$ cat src/rtl/core/wfos_div.sv
// restoring divider, one quotient bit per cycle
`default_nettype none
module wfos_div #(
    parameter int W = 64
) (
    input  wire logic         clk,
    input  wire logic         rst_n,
    input  wire logic         start,
    input  wire logic [W-1:0] dividend,
    input  wire logic [W-1:0] divisor,
    output logic              done,
    output logic [W-1:0]      quotient
);
    localparam int CW = $clog2(W + 1);
    logic [W-1:0]  q_reg, q_next;
    logic [W:0]    r_reg, r_next;
    logic [W-1:0]  d_reg, d_next;
    logic [CW-1:0] cnt_reg, cnt_next;
    logic          busy_reg, busy_next;
    logic          done_reg, done_next;
    logic [W:0]    trial;

    always_comb
    begin
        q_next    = q_reg;
        r_next    = r_reg;
        d_next    = d_reg;
        cnt_next  = cnt_reg;
        busy_next = busy_reg;
        done_next = 1'b0;
        trial     = {r_reg[W-1:0], q_reg[W-1]} - {1'b0, d_reg};
        if (start)
        begin
            q_next    = dividend;
            r_next    = '0;
            d_next    = divisor;
            cnt_next  = CW'(W);
            busy_next = 1'b1;
        end
        else if (busy_reg)
        begin
            if (!trial[W])
            begin
                r_next = trial;
                q_next = {q_reg[W-2:0], 1'b1};
            end
            else
            begin
                r_next = {r_reg[W-1:0], q_reg[W-1]};
                q_next = {q_reg[W-2:0], 1'b0};
            end
            cnt_next = cnt_reg - 1'b1;
            if (cnt_reg == CW'(1))
            begin
                busy_next = 1'b0;
                done_next = 1'b1;
            end
        end
    end

    always_ff @(posedge clk or negedge rst_n)
    begin
        if (!rst_n)
        begin
            busy_reg <= 1'b0;
            done_reg <= 1'b0;
            cnt_reg  <= '0;
        end
        else
        begin
            busy_reg <= busy_next;
            done_reg <= done_next;
            cnt_reg  <= cnt_next;
        end
    end

    always_ff @(posedge clk)
    begin
        q_reg <= q_next;
        r_reg <= r_next;
        d_reg <= d_next;
    end

    assign done     = done_reg;
    assign quotient = q_reg;
endmodule
`default_nettype wire

$ cat config.mk
export PLATFORM = sky130hd
export DESIGN_NAME = wfos_div
export DESIGN_NICKNAME = d
export VERILOG_FILES = /design/src/rtl/core/wfos_div.sv
export SDC_FILE = /design/constraint.sdc
export NUM_CORES = 1
export LEC_CHECK = 0
export BUFFER_PORTS_ARGS = -buffer_cell sky130_fd_sc_hd__buf_4
export CAP_MARGIN = 20
export CORE_AREA = 2 2 145 147
export DETAILED_ROUTE_END_ITERATION = 12
export DIE_AREA = 0 0 147 149
export HOLD_SLACK_MARGIN = 0.03
export PLACE_DENSITY_LB_ADDON = 0.2
export SLEW_MARGIN = 20
export SYNTH_ARGS = -nofsm -noshare
export SYNTH_HDL_FRONTEND = slang
export SYNTH_SLANG_ARGS = --single-unit
$ cat constraint.sdc
create_clock -name clk -period 6.64 [get_ports clk]
set_clock_uncertainty 0.05 [all_clocks]
set_input_delay 0.332 -clock clk [delete_from_list [all_inputs] [get_ports clk]]
set_output_delay 0.332 -clock clk [all_outputs]
set_load 0.01 [all_outputs]
---- After elaboration in Yosys (flattened, before gate mapping) ----
Cells that the tools add are included.
word-level totals
  flip-flop bits (word level) ............. 201
  output and inout bits ................... 65
  logic and storage cells ................. 22
cells by class
  $add $sub $neg .......................... 2
  equal/unequal tests ..................... 1
  mux-type cells .......................... 12
  reductions and logical operators ........ 1
operators by type and width
  operator                                                            number
  64-bit 2-to-1 mux                                                   3
  65-bit by 64-bit subtractor with 65-bit output                      1
  7-bit 2-to-1 mux                                                    2
  7-bit by 1-bit == test with 1-bit output, second input constant     1
  1-bit 2-to-1 mux                                                    7
  7-bit by 1-bit subtractor with 7-bit output, second input constant  1
  2-bit nonzero test                                                  1

---- Longest topological paths before layout ----
Gate-level depths: netlist of run 1.
  depth in word-level cells ............... 4
  gate-level depth with buffers ........... 16
  gate-level depth less buffers ........... 13

---- Least setup slack after synthesis of run 1 ----
No wires, ideal clock.
  path kind ............................... register to register
  from .................................... register q_reg[63], in the netlist quotient[63]
  to ...................................... register r_reg[25]
  setup time .............................. 0.126 ns
  arrival ................................. 3.407 ns
  required time ........................... 6.464 ns
  path slack .............................. 3.057 ns
  cell stages (with the launch flop) ...... 17
  clock period less this slack ............ 3.583 ns
  path through ............................ edfxtp_1 inv_1 ha_1 fa_1 nand2b_1 a21oi_2 o2111ai_2 a2111oi_4 o21ai_4 a2111oi_4 or3_1 buf_4 nand2_1 buf_2 buf_2 a41oi_1 o21ai_0
on the way
  longest elaborated chain between the ends .. 2
RTL lines
  item                                            RTL line  source
  from (decl)                                     15        logic [W-1:0] q_reg, q_next;
  from (signal assigned)                          79        q_reg <= q_next;
  65-bit by 64-bit subtractor with 65-bit output  31        trial = {r_reg[W-1:0], q_reg[W-1]} - {1'b0, d_reg};
  64-bit 2-to-1 mux                               42        if (!trial[W])
  to (signal assigned)                            80        r_reg <= r_next;
  to (decl)                                       16        logic [W:0] r_reg, r_next;
No other way between the ends.
A chain may end at the register's enable or synchronous reset.

---- Worst setup path in the final report of run 1 ----
  from .................................... register q_reg[63], in the netlist quotient[63]
  to ...................................... register r_reg[50]
Same word-level chain as after synthesis.

==> results.cfg, run 1 <==
[power_and_ir_drop]
internal_power_uw = 3570
ir_drop_mv = 0.245
p_switching_uw = 2360
p_comb_share_pct = 46.2
p_per_area_nw_per_um2 = 394
p_leak_uw = 0.00637
netSwitchingFraction_pct = 39.9
p_seq_share_pct = 31.3
p_clk_share_pct = 22.5

[floorplan]
ioPinCount = 196
core-area_um2 = 20600
start_util_pct = 58.6
die_x_um = 147
die_area_um2 = 21900
num_rows = 53
die_y_um = 149

[layout]
drive_above_1_share_pct = 20.8
area_growth_pct = 24.9
stdcell_count = 1782
antenna_cells = 0
final_nets = 1688
n_fill_cell = 1506

[clock_network]
cts_root_buf = clkbuf_16
holdBufCountCts = 65
tritoncts = done
ctsResizeCount = 0
cts.sinks = 201
h-tree-depth = 1
cts_made_buffers = 23
cts.path.max_buffers = 3
cts_setup_buffers = 0
clkTransAtPathRegs_ns = 0.06
clk_latency_ns = 0.53

[drt]
wl_per_cell_um = 17.1
viasPerCell = 5.81
vias = 10300
wirelength_um = 30500
drc = 0
ant_nets = 0
first_pass_iters = 5
dr.first_iter.drc_count = 717

[placed_design]
placed_cells = 1675
port_buffers = 195
dpl.hpwl_um = 21300
place_congestion = 0.941

[timing]
setup_viol = 0
tightest_slew_ns = 1.06
maxSlewHeadroom_pct = 29.2
drv_slew = 0
fmax_mhz = 206
min_period_ns = 4.85
rsz0062_at_grt = no
finalSetupTns_ns = 0
hold_violations = 0
timing.final.crit_share_pct = 73.1

[global_routing]
grt_pass1_vias = 10200
grt.met3_usage_pct = 6.30
use_met2_pct = 46.8
antenna_found_initial = 0
gr-total-overflow = 0
globalRouteMet1Util_pct = 35.5
grt_pass1_wl_um = 49600
grt-busiest-layer = met2
grt_max_degree = 118
grt_use_total_pct = 27.3

[yosys]
synthXorXnorAreaFrac_pct = 4.07
yosysMostFrequentCell = nand2_1
syn_nets = 1466
synthTopCellsByArea = edfxtp_1 32%, dfxtp_1 11%, ha_1 6.9%
yosys.area_share.adder_pct = 7.02
synth_cell_types = 67
synth_top_area_share_pct = 31.9
ys.flop_type = edfxtp_1
synthCells = 1268
synth_area_um2 = 12100
syn_avg_cell_area_um2 = 9.50
yosys.area.top_type = edfxtp_1
yosys_warnings = 0
synthMuxAreaShare_pct = 6.39
synth_common_cells = 155 x nand2_1, 128 x edfxtp_1, 121 x nor2_1, 93 x a21oi_1, 91 x inv_1
synthSimpleGateAreaFrac_pct = 14.5
ys_ff_latch = 201
synth_edf_count = 128
synth_top_family_by_area = compound AO/OA/AOI/OAI gates
synth_seq_area_share_pct = 44.4
synth-compound-area-share_pct = 18.2
ys_async_sr_fraction_pct = 4.48

[min_path]
worst_hold_path_type = in2reg

[worst_setup_path]
critical_path.max_fanout = 50
start_kind = flop
required_ns = 6.99
arrival_ns = 5.21
endpoint_kind = flop
crit_type = reg2reg

[job]
drv_cap = 0

[status]
outcome = complete, no violations
cells by family (layout without fill, tap and decap cells):
logic type | Yosys count | in the layout
xor+xnor | 56 | 56
compound gates | 320 | 320
fa+ha+maj | 67 | 67
simple gates | 395 | 395
buf+inv | 160 | 399
mux | 69 | 69
flops | 201 | 201
placed cells by master (no fill, tap or decap), types with 17 or more instances in the layout:
master	count
a311oi_1	47
edfxtp_1	128
dlygate4sd3_1	65
nor3_1	21
clkbuf_16	23
a21o_1	17
buf_4	199
xnor2_1	33
xor2_1	23
nand3_1	19
nor2_1	121
dfxtp_1	64
mux2_2	63
a21oi_1	93
ha_1	66
inv_1	91
nand4_1	21
o21ai_0	57
nand2_1	154
final cells by class:
class,count,area [um2],area share (%)
inverter,91,342,2.27
clock buffer,31,616,4.09
tap,275,344,2.29
multi-input combinational,907,6050,40.2
timing repair buffer,266,2170,14.4
clock inverter,11,179,1.19
sequential,201,5350,35.6
per-stage QoR:
stage          setup WS [ns]  hold WS [ns]  cell area (um2)  power (uW)  util (%)
6_report                1.79        0.0570            15000        5930      73.2
5_1_grt                 1.50        0.0428            15000        6350      73.2
4_1_cts                 1.85        0.0391            15000        5920      73.2
3_5_place_dp            1.95         0.115            13600        4530      66.2
3_3_place_gp            2.09         0.112            13600        4490      66.2
2_1_floorplan           3.06       -0.0136            12100        3910         -
critical path, cell delays in order (launching register included):
cell	delay [ns]
edfxtp_1	0.37
inv_1	0.06
ha_1	0.22
fa_1	0.39
nand2b_1	0.20
a21oi_2	0.22
o2111ai_2	0.25
a2111oi_4	0.44
o21ai_4	0.14
a2111oi_4	0.39
or3_1	0.27
and2_2	0.87
buf_4	0.34
nand2_1	0.09
a311oi_1	0.38
final timing paths:
path	start	endpoint	slack, ns	cells past startpoint
min in group asynchronous	rst_n	cnt_reg[2]$_DFFE_PN0P_	0.19	2
worst min-delay path	dividend[28]	quotient[28]$_DFFE_PP_	0.06	2
worst max register to register	quotient[63]$_DFFE_PP_	r_reg[50]$_SDFFE_PP0P_	1.79	14
worst min register to register	r_reg[9]$_SDFFE_PP0P_	r_reg[10]$_SDFFE_PP0P_	0.45	2
worst max-delay path	quotient[63]$_DFFE_PP_	r_reg[50]$_SDFFE_PP0P_	1.79	14
max in group asynchronous	rst_n	busy_reg$_DFF_PN0_	6.19	2
power by group through the flow:
stage	combinational [uW]	clock (uW)	sequential, uW
global placement	2620	0	1860
detailed placement	2660	0	1870
finish	2740	1330	1860
floorplan	2070	0	1840
global route	3050	1400	1890
CTS	2720	1350	1850
layer usage:
| layer | vias up | share of wire [%] |
|---|---|---|
| met3 | 42 | 7.1 |
| li1 | 5049 | - |
| met2 | 334 | 48 |
| met1 | 4923 | 43 |
| met4 | 0 | 1.9 |
| met5 | - | 0 |
(Power assumes the default switching activity.)
==> run 2, diff against run 1 <==
Settings changed: ABC_AREA set to 1, CORE_AREA 2 2 145 147 to 2 2 167 169, DIE_AREA 0 0 147 149 to 0 0 169 171.
Clock period 6.64 ns to 4.1 ns, I/O delays scaled along.
==> run 2 against run 1 <==
Sequential cell count is the same. Critical endpoint is now r_reg[29]$_SDFFE_PP0P_. Critical path depth grew 5. Critical path type unchanged. Clock-buffer cell count grew 6. Global-route usage grew 3.2 points. Highest routed layer unchanged. Clock power grew 50%. Final cell count grew 67%.
==> results.cfg, run 2 <==
[timing]
min_period_ns = 3.07
timing.final.crit_share_pct = 74.8
setup_ws_ns = 1.03
maxSlewHeadroom_pct = 34.5
setup_viol = 0
tightest_slew_ns = 0.981
drv_slew = 0
rsz0062_at_grt = no
hold_violations = 0
finalSetupTns_ns = 0
fmax_mhz = 326

[drt]
drc = 0
first_pass_iters = 9
wl_per_cell_um = 15.0
ant_nets = 0
viasPerCell = 4.95
wirelength_um = 44500
vias = 14700
dr.first_iter.drc_count = 1184

[worst_setup_path]
start_kind = flop
arrival_ns = 3.43
path_buf_inv = 2
critical_path.max_fanout = 57
crit_type = reg2reg
required_ns = 4.46
crit_slowest_cell = nand2_4
critical-path-top-delay-family = simple AND/OR/NAND/NOR gates
crit_chain = inv_1 > ha_1 > fa_1 > inv_1 > nand2_1 > nand2_1 > nand3_1 > nand2_2 > nand2_1 > nand2_2 > nand2_2 > nand2_2 > nand2_2 > nand2_2 > nand2_4 > nand2_4 > nand2_1 > nand3_1 > nand2_1
endpoint_kind = flop
slowest_delay_ns = 0.54
path_common_cell = nand2_2

[global_routing]
globalRouteMet1Util_pct = 39.4
grt_pass1_vias = 14200
gr-total-overflow = 0
grt-busiest-layer = met2
antenna_found_initial = 1
grt.met3_usage_pct = 4.70
grt_pass1_wl_um = 70600
grt_max_degree = 87
grt_use_total_pct = 30.6
use_met2_pct = 53.6

[power_and_ir_drop]
p_clk_share_pct = 38.0
ir_drop_mv = 0.258
p_per_area_nw_per_um2 = 287
p_leak_uw = 0.0103
p_switching_uw = 1380
p_seq_share_pct = 45.5
netSwitchingFraction_pct = 26.4
finalPower_uw = 5240
p_comb_share_pct = 16.5
internal_power_uw = 3860

[clock_network]
ctsResizeCount = 0
tritoncts = done
h-tree-depth = 1
cts.path.max_buffers = 3
cts.sinks = 201
clkTransAtPathRegs_ns = 0.06
clk_latency_ns = 0.53
cts_made_buffers = 23
cts_root_buf = clkbuf_16

[layout]
final_nets = 2803
stdcell_count = 2969
regArea_um2 = 5350
final_common_cell = nand2_1
n_fill_cell = 2404
multi_input_area_um2 = 7040
drive_above_1_share_pct = 10.6
area_growth_pct = 25.8
final_cell_mix = 1070 x nand2_1, 492 x inv_1, 201 x buf_4

[placed_design]
place_congestion = 0.991
dpl.hpwl_um = 32800
dp_slack_ns = 1.06
port_buffers = 195
placed_cells = 2796

[floorplan]
core-area_um2 = 27300
num_rows = 61
ioPinCount = 196
start_util_pct = 53.1
die_x_um = 169
die_y_um = 171
die_area_um2 = 28900

[yosys]
ys_async_sr_fraction_pct = 4.48
ys_ff_latch = 201
synthCells = 2290
syn_avg_cell_area_um2 = 6.33
yosys_warnings = 0
yosysMostFrequentCell = nand2_1
synth_area_um2 = 14500
synth_cell_types = 34
synth_seq_area_share_pct = 36.9
synth_common_cells = 1070 x nand2_1, 493 x inv_1, 133 x nand3_1, 128 x edfxtp_1, 106 x nor2_1
ys.flop_type = edfxtp_1
syn_nets = 2488
synthTopCellsByArea = nand2_1 28%, edfxtp_1 27%, inv_1 13%
yosys.area.top_type = nand2_1
synth_top_area_share_pct = 27.7
synth_edf_count = 128

[min_path]
worst_hold_path_type = in2reg

[status]
outcome = complete, no violations

[job]
drv_cap = 0
## run 2: layer usage
| layer | vias to the layer above | routed length [um] |
|---|---|---|
| met4 | 0 | 1040 |
| met2 | 519 | 20900 |
| li1 | 7471 | - |
| met3 | 60 | 3090 |
| met1 | 6633 | 19500 |
| met5 | - | 0 |
## run 2: cell type report
type,instances,share of cell area [%]
diodes,1,0.0137
flip-flops and latches,201,29.3
clock buffers,37,3.61
clock inverters,5,0.322
repair buffers,332,15.5
multi-input cells,1549,38.6
well taps,346,2.37
inverters,498,10.2
## run 2: power by group through the flow
stage / clock (uW) / sequential, uW / combinational, uW
3_3_place_gp: 0 / 2420 / 728
5_1_grt: 2090 / 2400 / 950
4_1_cts: 2010 / 2380 / 843
3_5_place_dp: 0 / 2420 / 742
6_report: 1990 / 2390 / 865
2_1_floorplan: 0 / 2440 / 377
## run 2: final timing paths
path / slack, ns / end / depth (start not counted) / from
max in group asynchronous: 3.03 / cnt_reg[6]$_DFFE_PN0P_ / 3 / rst_n
min in group asynchronous: 0.66 / cnt_reg[3]$_DFFE_PN0P_ / 3 / rst_n
hold reg to reg: 0.42 / r_reg[13]$_SDFFE_PP0P_ / 2 / r_reg[13]$_SDFFE_PP0P_
setup reg to reg: 1.03 / r_reg[29]$_SDFFE_PP0P_ / 19 / quotient[63]$_DFFE_PP_
hold / removal: 0.21 / d_reg[51]$_DFFE_PP_ / 1 / start
setup / recovery: 1.03 / r_reg[29]$_SDFFE_PP0P_ / 19 / quotient[63]$_DFFE_PP_
## run 2: logic make-up after synthesis
logic type      count (synthesis)  synth area share (%)
fa+ha+maj                      67                  5.83
buf+inv                       540                  14.6
compound gates                 76                  2.70
xor+xnor                       31                  1.87
simple gates                 1375                  38.0
flops                         201                  36.9
## run 2: worst reg2reg max path, delay by kind of cell (launching register included)
kind	cells	cell delay [ns]
buffers and inverters	2	0.18
and+or+nand+nor	15	1.76
DFF	1	0.34
adders and majority gates	2	0.63
## run 2: what timing repair did
item / CTS / global route
buffers inserted: 0 / 0
hold endpoints to repair: 137 / 0
hold buffers: 130 / 0
## run 2: per-stage QoR
stage / cell area (um2) / hold WS (ns) / util, %
2_1_floorplan: 14500 / -0.141 / -
3_3_place_gp: 16200 / -0.0137 / 59.4
3_5_place_dp: 16200 / -0.0134 / 59.4
4_1_cts: 18200 / 0.200 / 66.8
5_1_grt: 18200 / 0.216 / 66.8
6_report: 18200 / 0.209 / 66.8
==> run 3, diff against run 2 <==
Clock period 4.1 ns to 2.5 ns, I/O delays scaled along.
==> run 3 against run 2 <==
The run now ends with setup timing left. Final cell count is 3.8% higher. Clock-buffer cell count is 5 lower. Register-to-register slack worse by 1.2 ns. First-iteration DRC count is 1.4% lower. Clock power is 69% higher. Via count is 5.7% higher. Sequential share of layout area is 2.2 points lower. Sequential cell count stayed put. Critical endpoint is now r_reg[35]$_SDFFE_PP0P_. Largest cell class unchanged.
==> results.cfg, run 3 (synthesis gave the netlist of run 2 again) <==
[placed_design]
placed_cells = 2887
place_congestion = 0.993
dpl.hpwl_um = 33200
dp_slack_ns = -0.0848
placedInstanceArea_um2 = 17000
port_buffers = 195

[layout]
final_cell_area_um2 = 19700
area_growth_pct = 35.9
final_common_cell = nand2_1
final_cell_mix = 1024 x nand2_1, 490 x inv_1, 294 x buf_4
final_nets = 2915
drive_above_1_share_pct = 17.0
stdcell_count = 3082
post-route-util_pct = 72.1

[worst_setup_path]
required_ns = 2.88
r2r_cells = 15
crit_start = d_reg[60]$_DFFE_PP_
timing.rr.start = d_reg[60]$_DFFE_PP_
start_kind = flop
endpoint_kind = flop
worstSetupEndpoint = r_reg[35]$_SDFFE_PP0P_
reg2reg_to = r_reg[35]$_SDFFE_PP0P_
reg2reg_slack_ns = -0.16
arrival_ns = 3.04
crit_type = reg2reg
critical_path.max_fanout = 6

[drt]
viasPerCell = 5.03
wirelength_um = 49000
drc = 0
ant_nets = 0
wl_per_cell_um = 15.9
vias = 15500
first_pass_iters = 5
dr.first_iter.drc_count = 1167

[min_path]
worst_hold_path_type = in2reg

[status]
violations = setup timing
outcome = finished, violations left

[clock_network]
cts.path.max_buffers = 3
cts_root_buf = clkbuf_16
cts.sinks = 201
cts_made_buffers = 23
clkTransAtPathRegs_ns = 0.06
h-tree-depth = 1
tritoncts = done
clk_latency_ns = 0.55

[floorplan]
core-area_um2 = 27300
num_rows = 61
ioPinCount = 196
die_x_um = 169
start_util_pct = 53.1
die_area_um2 = 28900
die_y_um = 171

[power_and_ir_drop]
ir_drop_mv = 0.470
p_comb_share_pct = 17.7
p_seq_share_pct = 44.2
p_per_area_nw_per_um2 = 449
p_switching_uw = 2370
p_leak_uw = 0.0111
netSwitchingFraction_pct = 26.8
internal_power_uw = 6480
finalPower_uw = 8850
p_clk_share_pct = 38.0

[timing]
min_period_ns = 2.66
rsz0062_at_grt = yes
tightest_slew_ns = 0.757
maxSlewHeadroom_pct = 49.5
drv_slew = 0
hold_violations = 0
fmax_mhz = 376
timing.final.crit_share_pct = 106
setup_ws_ns = -0.162
setup_viol = 63

[global_routing]
gr-total-overflow = 0
grt_pass1_wl_um = 73600
grt_use_total_pct = 32.1
antenna_found_initial = 2
grt_pass1_vias = 14900
grt_max_degree = 66

[job]
drv_cap = 0
[run 3: worst min-delay path by stage]
stage / from / endpoint / slack (ns) / cells after the start
2_1_floorplan: rst_n / busy_reg$_DFF_PN0_ / -0.22 / 0
3_3_place_gp: rst_n / cnt_reg[3]$_DFFE_PN0P_ / -0.09 / 1
3_5_place_dp: rst_n / cnt_reg[3]$_DFFE_PN0P_ / -0.09 / 1
4_1_cts: start / quotient[63]$_DFFE_PP_ / 0.16 / 3
5_1_grt: start / quotient[60]$_DFFE_PP_ / 0.21 / 3
6_report: start / quotient[60]$_DFFE_PP_ / 0.17 / 3
[run 3: per-layer routing]
layer	vias to the layer above	wire length (um)	track usage [%]
li1	7701	-	-
met1	7030	20500	40.3
met2	663	22600	54.9
met3	120	4060	5.74
met4	0	1870	12.6
met5	-	0	0
[run 3: final cells by class]
cell class | count | area [um2]
fill | 2215 | 7620
multi-input combinational | 1550 | 7400
sequential | 201 | 5350
timing repair buffer | 443 | 3920
inverter | 498 | 1870
clock buffer | 32 | 619
tap | 346 | 433
clock inverter | 10 | 118
antenna | 2 | 5.00
[run 3: timing repair]
item                       4_1_cts  5_1_grt
hold buffers                   130        0
gates resized for setup         13       95
hold endpoints to repair       137        0
gates cloned                     2        9
buffers inserted                 6        5
pin swaps                        0       31
setup endpoints to repair       63       65
[run 3: critical path, cell delays in order, from the launching register on]
cell and delay, ns:
edfxtp_1 0.33, inv_1 0.06, ha_1 0.38, nand2_2 0.11, nor2_2 0.17, nand2_2 0.12, nor4_4 0.38, nand2_4 0.11
nand2_4 0.10, buf_6 0.11, nand2_8 0.07, nand2_8 0.14, clkbuf_16 0.18, nand2_2 0.06, nand3_2 0.08, nand2_2 0.05
[run 3: through the flow]
step	TNS (ns)	hold slack [ns]
finish	-7.24	0.171
global route	-16.16	0.209
CTS	-1.03	0.158
detailed placement	-1.71	-0.0916
global placement	-0.0198	-0.0937
floorplan	-0.0131	-0.221
[run 3: power groups by stage]
stage / clock [uW] / sequential, uW / combinational (uW)
floorplan: 0 / 4000 / 619
global placement: 0 / 3960 / 1270
detailed placement: 0 / 3960 / 1300
CTS: 3430 / 3900 / 1480
global route: 3550 / 3930 / 1720
finish: 3370 / 3920 / 1570
